### config.mk
export PLATFORM = sky130hd
export DESIGN_NAME = annexb_nal_unit_splitter_top
export DESIGN_NICKNAME = d
export VERILOG_FILES = /design/src/nalsp_pkg.sv /design/src/nalsp_step.sv /design/src/annexb_nal_unit_splitter_top.sv
export SDC_FILE = /design/constraint.sdc
export NUM_CORES = 1
export LEC_CHECK = 0
export CAP_MARGIN = 5
export CORE_MARGIN = 8
export CORE_UTILIZATION = 46
export DETAILED_ROUTE_END_ITERATION = 16
export DONT_BUFFER_PORTS = 1
export HOLD_SLACK_MARGIN = 0.15
export PLACE_DENSITY = 0.72
export SYNTH_ARGS = -nofsm -noshare
export SYNTH_HDL_FRONTEND = slang
export SYNTH_SLANG_ARGS = --single-unit
### constraint.sdc
create_clock -name aclk -period 6.1 [get_ports aclk]
set_input_delay 0.915 -clock aclk [delete_from_list [all_inputs] [get_ports aclk]]
set_output_delay 0.915 -clock aclk [all_outputs]
set_load 0.01 [all_outputs]
### src/nalsp_pkg.sv
// Package for the Annex-B NAL unit splitter: shared types, constants and
// the start-code match function. No dependencies.
`default_nettype none

package nalsp_pkg;

    // Field widths
    localparam int CFG_W      = 19;
    localparam int BYTE_W     = 8;
    localparam int TYPE_W     = 5;
    localparam int HC_W       = 3;
    localparam int FILL_W     = 3;
    localparam int WINDOW_W   = 32;

    // Defaults and limits
    localparam int COUNT_BITS_DEF = 19;
    localparam int CAP_MIN        = 16;
    localparam int CAP_RESET      = 256 * 1024;
    localparam logic [FILL_W-1:0] WINDOW_BYTES = 3'd4;

    // NAL unit types of interest
    localparam logic [TYPE_W-1:0] TYPE_IDR  = 5'd5;
    localparam logic [TYPE_W-1:0] TYPE_SPS  = 5'd7;
    localparam logic [TYPE_W-1:0] TYPE_PPS  = 5'd8;
    localparam logic [TYPE_W-1:0] TYPE_NONE = 5'd0;
    localparam logic [BYTE_W-1:0] TYPE_MASK = 8'h1F;

    // Header byte distance from the first start-code byte
    localparam logic [HC_W-1:0] HDR_DIST_SHORT = 3'd3;
    localparam logic [HC_W-1:0] HDR_DIST_LONG  = 3'd4;

    // Minimum count before a new start code may be recognized
    localparam int MIN_NAL_SPAN = 3;

    // Byte-level parser state, byte count kept separately (parameter width)
    typedef struct packed {
        logic [WINDOW_W-1:0] window;
        logic [FILL_W-1:0]   fill;
        logic                in_nal;
        logic [HC_W-1:0]     hdr_cnt;
        logic [TYPE_W-1:0]   cur_type;
        logic                seen_sps;
        logic                seen_pps;
        logic                seen_idr;
        logic                discard;
    } parse_state_t;

    // One result item
    typedef struct packed {
        logic [BYTE_W-1:0] out_byte;
        logic              nal_first;
        logic              nal_last;
        logic [TYPE_W-1:0] unit_type;
        logic              nal_abort;
        logic              stream_ready;
    } result_t;

    // 00 00 01 or 00 00 00 01, oldest byte first
    function automatic logic is_start_code(input logic [BYTE_W-1:0] a,
                                           input logic [BYTE_W-1:0] b,
                                           input logic [BYTE_W-1:0] c,
                                           input logic [BYTE_W-1:0] d);
        logic short_code;
        logic long_code;
        short_code = (a == 8'h00) && (b == 8'h00) && (c == 8'h01);
        long_code  = (a == 8'h00) && (b == 8'h00) && (c == 8'h00) && (d == 8'h01);
        return short_code || long_code;
    endfunction

endpackage

`default_nettype wire

### src/nalsp_step.sv
// Per-byte update of the NAL splitter: start-code match, header capture,
// cap check and result formation. Depends on nalsp_pkg.
`default_nettype none

module nalsp_step #(
    parameter int COUNT_BITS = nalsp_pkg::COUNT_BITS_DEF
) (
    input  wire nalsp_pkg::parse_state_t   state_cur,
    input  wire logic [COUNT_BITS-1:0]     count_cur,
    input  wire logic [COUNT_BITS-1:0]     cap,
    input  wire logic [7:0]                in_byte,
    output nalsp_pkg::parse_state_t        state_new,
    output logic [COUNT_BITS-1:0]          count_new,
    output logic                           res_valid,
    output nalsp_pkg::result_t             res
);

    localparam logic [COUNT_BITS-1:0] SPAN = COUNT_BITS'(nalsp_pkg::MIN_NAL_SPAN);

    logic [7:0] b0, b1, b2, b3;
    logic       start_here;
    logic       next_here;
    logic       inside0, discard0;
    logic [COUNT_BITS-1:0] cnt0, cnt1;
    logic [nalsp_pkg::TYPE_W-1:0] type0, type1, hdr_type;
    logic [nalsp_pkg::HC_W-1:0]   hc0, hc1;
    logic sps1, pps1, idr1;

    assign b0 = state_cur.window[31:24];
    assign b1 = state_cur.window[23:16];
    assign b2 = state_cur.window[15:8];
    assign b3 = state_cur.window[7:0];
    assign hdr_type = nalsp_pkg::TYPE_W'(b0 & nalsp_pkg::TYPE_MASK);

    always_comb begin
        state_new = state_cur;
        count_new = count_cur;
        res_valid = 1'b0;
        res       = '0;
        start_here = 1'b0;
        next_here  = 1'b0;
        inside0  = state_cur.in_nal;
        discard0 = state_cur.discard;
        cnt0  = count_cur;
        cnt1  = count_cur;
        type0 = state_cur.cur_type;
        type1 = state_cur.cur_type;
        hc0   = state_cur.hdr_cnt;
        hc1   = state_cur.hdr_cnt;
        sps1  = state_cur.seen_sps;
        pps1  = state_cur.seen_pps;
        idr1  = state_cur.seen_idr;

        // window always shifts in the new byte
        state_new.window = {state_cur.window[23:0], in_byte};

        if (state_cur.fill < nalsp_pkg::WINDOW_BYTES) begin
            // lookahead still filling
            state_new.fill = state_cur.fill + 3'd1;
        end else begin
            start_here = nalsp_pkg::is_start_code(b0, b1, b2, b3) &&
                         (!state_cur.in_nal || (count_cur >= SPAN));
            if (start_here) begin
                inside0  = 1'b1;
                discard0 = 1'b0;
                cnt0     = '0;
                type0    = nalsp_pkg::TYPE_NONE;
                hc0      = (b2 == 8'h01) ? nalsp_pkg::HDR_DIST_SHORT
                                         : nalsp_pkg::HDR_DIST_LONG;
            end
            cnt1  = cnt0;
            type1 = type0;
            hc1   = hc0;

            if (inside0 && !discard0) begin
                res_valid = 1'b1;
                if (cnt0 >= cap) begin
                    // cap exceeded: abort and clear the ready flags
                    discard0 = 1'b1;
                    sps1 = 1'b0;
                    pps1 = 1'b0;
                    idr1 = 1'b0;
                    res.out_byte     = b0;
                    res.nal_first    = 1'b0;
                    res.nal_last     = 1'b1;
                    res.unit_type    = type0;
                    res.nal_abort    = 1'b1;
                    res.stream_ready = 1'b0;
                end else begin
                    // header capture on the countdown reaching zero
                    if (!start_here && (hc0 != '0)) begin
                        hc1 = hc0 - 3'd1;
                        if (hc1 == '0) begin
                            type1 = hdr_type;
                            if (hdr_type == nalsp_pkg::TYPE_SPS) begin
                                sps1 = 1'b1;
                            end else if (hdr_type == nalsp_pkg::TYPE_PPS) begin
                                pps1 = 1'b1;
                            end else if (hdr_type == nalsp_pkg::TYPE_IDR) begin
                                idr1 = 1'b1;
                            end
                        end
                    end
                    cnt1 = cnt0 + 1'b1;
                    next_here = nalsp_pkg::is_start_code(b1, b2, b3, in_byte) &&
                                (cnt1 >= SPAN);
                    res.out_byte     = b0;
                    res.nal_first    = start_here;
                    res.nal_last     = next_here;
                    res.unit_type    = type1;
                    res.nal_abort    = 1'b0;
                    res.stream_ready = sps1 && pps1 && idr1;
                end
            end

            state_new.in_nal   = inside0;
            state_new.discard  = discard0;
            state_new.hdr_cnt  = hc1;
            state_new.cur_type = type1;
            state_new.seen_sps = sps1;
            state_new.seen_pps = pps1;
            state_new.seen_idr = idr1;
            count_new          = cnt1;
        end
    end

endmodule

`default_nettype wire

### src/annexb_nal_unit_splitter_top.sv
// Top level of the Annex-B NAL unit splitter: parser state, cap register
// and output register. Depends on nalsp_pkg and nalsp_step.
`default_nettype none

// Takes one Annex-B stream byte per clock on s_ while s_ready is high and
// gives at most one result per byte on m_: the byte from four transfers
// earlier, with first/last marks, NAL type and ready status, registered and
// shown in the cycle after the input transfer. The rate is set by the single
// per-byte state update in nalsp_step; the output register keeps accepting
// while m_ready is high, and s_ready drops only while a result waits. The
// user must write the cap (cfg_wr_en/cfg_wr_data) only while idle; the block
// does not enforce this. Values below 16 act as 16. No flush at end of stream.
module annexb_nal_unit_splitter_top #(
    parameter int COUNT_BITS = nalsp_pkg::COUNT_BITS_DEF
) (
    input  wire logic        aclk,
    input  wire logic        aresetn,
    input  wire logic        cfg_wr_en,
    input  wire logic [18:0] cfg_wr_data,
    input  wire logic        s_valid,
    output logic             s_ready,
    input  wire logic [7:0]  s_in_byte,
    output logic             m_valid,
    input  wire logic        m_ready,
    output logic [7:0]       m_out_byte,
    output logic             m_nal_first,
    output logic             m_nal_last,
    output logic [4:0]       m_nal_type,
    output logic             m_nal_abort,
    output logic             m_stream_ready
);

    localparam int CW = (COUNT_BITS > nalsp_pkg::CFG_W) ? COUNT_BITS : nalsp_pkg::CFG_W;
    localparam logic [CW-1:0] CNT_TOP = {CW{1'b1}} >> (CW - COUNT_BITS);

    // clamp a written cap into [16, counter maximum]
    function automatic logic [COUNT_BITS-1:0] clamp_cap(input logic [18:0] v);
        logic [CW-1:0] ext;
        ext = CW'(v);
        if (ext < CW'(nalsp_pkg::CAP_MIN)) ext = CW'(nalsp_pkg::CAP_MIN);
        if (ext > CNT_TOP) ext = CNT_TOP;
        return ext[COUNT_BITS-1:0];
    endfunction

    localparam logic [18:0] CAP_RST_VAL = 19'(nalsp_pkg::CAP_RESET);

    nalsp_pkg::parse_state_t state_reg, state_next;
    logic [COUNT_BITS-1:0]   count_reg, count_next;
    logic [COUNT_BITS-1:0]   cap_reg;
    logic                    m_valid_reg;
    nalsp_pkg::result_t      res_reg, res_next;
    logic                    res_valid;
    logic                    s_xfer;

    assign s_ready = !m_valid_reg || m_ready;
    assign s_xfer  = s_valid && s_ready;

    nalsp_step #(
        .COUNT_BITS(COUNT_BITS)
    ) u_step (
        .state_cur (state_reg),
        .count_cur (count_reg),
        .cap       (cap_reg),
        .in_byte   (s_in_byte),
        .state_new (state_next),
        .count_new (count_next),
        .res_valid (res_valid),
        .res       (res_next)
    );

    // cap register
    always_ff @(posedge aclk) begin
        if (!aresetn) begin
            cap_reg <= clamp_cap(CAP_RST_VAL);
        end else if (cfg_wr_en) begin
            cap_reg <= clamp_cap(cfg_wr_data);
        end
    end

    // parser state, advanced on every input transfer
    always_ff @(posedge aclk) begin
        if (!aresetn) begin
            state_reg <= '0;
            count_reg <= '0;
        end else if (s_xfer) begin
            state_reg <= state_next;
            count_reg <= count_next;
        end
    end

    // output register
    always_ff @(posedge aclk) begin
        if (!aresetn) begin
            m_valid_reg <= 1'b0;
        end else if (s_xfer) begin
            m_valid_reg <= res_valid;
        end else if (m_ready) begin
            m_valid_reg <= 1'b0;
        end
    end

    always_ff @(posedge aclk) begin
        if (s_xfer && res_valid) begin
            res_reg <= res_next;
        end
    end

    assign m_valid        = m_valid_reg;
    assign m_out_byte     = res_reg.out_byte;
    assign m_nal_first    = res_reg.nal_first;
    assign m_nal_last     = res_reg.nal_last;
    assign m_nal_type     = res_reg.unit_type;
    assign m_nal_abort    = res_reg.nal_abort;
    assign m_stream_ready = res_reg.stream_ready;

endmodule

`default_nettype wire

==> results by group <==
Synthesis
  • Area contributors post-synth: dfxtp_1 (31%), edfxtp_1 (9.2%), nand2_1 (8.0%)
  • FFs w/ async S/R, synth: 0
  • Syn Inst Count: 684
  • Number of enable flip-flop cells after synthesis: 17
  • Largest family of logic cells by synthesized area: simple AND/OR/NAND/NOR gates
  • Number of distinct library cells after synthesis: 59
  • Post-synth top cells: nand2_1 (118), dfxtp_1 (87), a21oi_1 (65), nor2_1 (54), clkbuf_1 (40)
  • Synth Area in Compound Gates: 0.181
  • Yosys Warn Count: 0
  • Fraction of the mapped netlist area in adder cells: 0.0565
  • Count leader, synth: nand2_1
  • Post-synthesis xor/xnor area fraction: 0.0142
  • Syn Area/Cell: slightly above 8 sq um
  • Top-area cell type share of the netlist area: 0.315
  • Area leader, netlist: dfxtp_1
  • Net count after synthesis: between 700 and 800
  • Main flop type after synthesis: dfxtp_1
  • Post-synthesis mux area share: 0.0253
  • FF+latch count, synth: roughly 100
  • Post-synthesis simple-gate area fraction: 0.264
  • Seq/Total Area, Yosys: 0.407
  • Synthesized cell area: ~5500 sq um

STA
  • Fin crit period: around 4.6 ns
  • Final period util: 0.759
  • Unrepaired setup endpoints after global routing: false
  • Slew Limit Fails: 0
  • Maximum clock frequency: ~220 MHz
  • Final setup fails: 0
  • Final WS setup: roughly 1.5 ns
  • TNS Setup: 0 ns
  • Tightest Pin Transition: approximately 1.1 ns
  • Hold slack: 0.472 ns
  • Clock Skews: 0.00687 ns
  • Final hold viol count: 0
  • Slew margin rel.: 0.263

Global route
  • All-Layer GR Usage: 0.171
  • GR Overflow Total: 0
  • Largest net degree at the start of global routing: slightly above 50
  • First-pass GRT wire length: 22,500 um
  • Initial antenna violation count: 0
  • Vias in the first global route: approximately 4,600

Min path
  • Hold_sp: state_reg[38]
  • Min-Delay Path Class: register to register

Worst setup path
  • Worst Path Arrival: ~4.9 ns
  • Worst reg2reg startpoint: state_reg[20]
  • Launch point of the worst path: state_reg[20]
  • Setup crit end kind: register
  • WP data required: about 6.4 ns
  • Largest incremental delay on the critical path: ~0.67 ns
  • Slowest CP cell: a21oi_1
  • Startpoint types: register
  • Worst path cell trace: nor4_1 -> a21oi_1 -> nor3_1 -> o21ai_2 -> buf_4 -> nand2_1 -> ha_1 -> nand2b_1 -> a2111oi_0 -> o31a_1 -> o21ai_0 -> a21oi_1 -> nand2_1 -> o32ai_1
  • Crit Path Class: register to register
  • Crit-path max FO: 22

Power
  • Worst vdd ir: roughly 220 uV
  • Total power: 1430 uW
  • Leakage: roughly 0.0021 uW
  • Pwr per Cell Area: around 240 nW/um^2

Clock tree
  • CTS Sinks: 104
  • CTS tree: yes
  • H-Tree Depth: 3
  • Clock Tree Buf Depth: 2
  • Post-CTS setup buffer count: 0
  • Clock root cell: clkbuf_16
  • CTS Buf Count: 9
  • Cts hold-fix bufs: 0
  • Clock transition at the registers of the reported paths: 0.07 ns
  • Clk Latency, worst-skew pair: between 0.3 and 0.4 ns
  • PostCTS Resize Cnt: 0

Place
  • Placed Cells: between 700 and 800
  • Detailed placement HPWL: 9780 um
  • Port buffer count: 0
  • Pre-CTS setup slack: between 1.5 and 2 ns
  • Placer Congestion: roughly 0.95

Job
  • Max Cap Viol: 0

Status
  • Outcome: complete, no violations

Final layout
  • Max reg flops: 48
  • Cell Count, Final, Fillers Out: 807
  • Register area: approximately 2300 sq um
  • # fillers: 1,099
  • N_diodes: 0
  • Footprint of the multi-input gates: ~3000 sq um
  • Layout area overhead: 6.42%
  • Final net count: around 710
  • Share of cells above drive strength 1: 0.0439

Floorplanning
  • # IOs: 51
  • CORE AREA: roughly 12,000 sq um
  • Initial Util: 0.467
  • Die X: 126 um
  • Row Count: 40
  • Die area: between 15,000 and 20,000 sq um
  • Chip height: 126 um

Route
  • Vias: between 4,000 and 5,000
  • Post-Route WL: around 14,000 um
  • DRT iter0 DRCs: 372
  • Routed Antenna Nets: 0
  • Residual DRC count: 0
  • DR pass1 iterations: 6
  • Routed len/inst: roughly 17 um
  • DR vias/cell: 6.05
power breakdown:
part           internal (uW)  total, uW  switching, uW  leakage, uW
registers                711        725           14.7     0.000905
clock network            324        594            269     0.000142
logic                   40.3        109           68.6      0.00106
total                   1080       1430            352      0.00211
final cells by class:
class / count / share of cell area
Inverter: 28 / 0.0178
Clock buffer: 10 / 0.0389
Clock inverter: 6 / 0.0125
Tap cell: 147 / 0.0312
Sequential cell: 104 / 0.382
Timing Repair Buffer: 6 / 0.00765
Multi-Input combinational cell: 506 / 0.509
cells by family (layout without fill, tap and decap cells):
group / Yosys count / after routing
XOR/XNOR: 9 / 9
multiplexers: 14 / 14
AO/OA/AOI/OAI: 154 / 154
adder cells (fa/ha/maj): 25 / 25
AND/OR/NAND/NOR: 304 / 304
buffers and inverters: 74 / 50
flip-flops: 104 / 104
critical path, delay by kind of cell (launching register included):
family	cells	cell delay, ns
DFF	1	0.33
AOI/OAI and AO/OA	7	2.26
adders and majority gates	1	0.24
and+or+nand+nor	5	1.41
buffers and inverters	1	0.30
worst paths after layout:
kind	endpoint	slack (ns)	cells after the start
max	state_reg[5]	1.47	14
min	state_reg[46]	0.47	2
max reg2reg	state_reg[5]	1.47	14
min reg2reg	state_reg[46]	0.47	2
layer usage:
layer | vias to the layer above | part of all wire | global-route usage
li1 | 2396 | - | -
met1 | 2286 | 0.45 | 0.219
met2 | 166 | 0.46 | 0.276
met3 | 33 | 0.064 | 0.0308
met4 | 0 | 0.025 | 0.0723
met5 | - | 0 | 0
layout by cell type (no fill, tap or decap), types with 9 or more instances in the layout:
cell type / netlist / final
nand2_1: 118 / 118
o211ai_1: 12 / 12
nor2_1: 54 / 54
and3_1: 12 / 12
nand4_1: 17 / 17
dfxtp_1: 87 / 87
clkbuf_16: 0 / 9
and2_1: 20 / 20
nor3_1: 21 / 21
mux2i_1: 14 / 14
o21ai_0: 14 / 14
nor4_1: 10 / 10
ha_1: 25 / 25
nand3_1: 23 / 23
a21oi_1: 65 / 64
inv_1: 28 / 27
edfxtp_1: 17 / 17
stage by stage:
| step | area [sq um] | utilization |
|---|---|---|
| finish | 5890 | 0.497 |
| global route | 5890 | 0.497 |
| CTS | 5890 | 0.497 |
| detailed placement | 5590 | 0.471 |
| global placement | 5590 | 0.471 |
| floorplan | 5530 | - |
(Power assumes the default switching activity.)
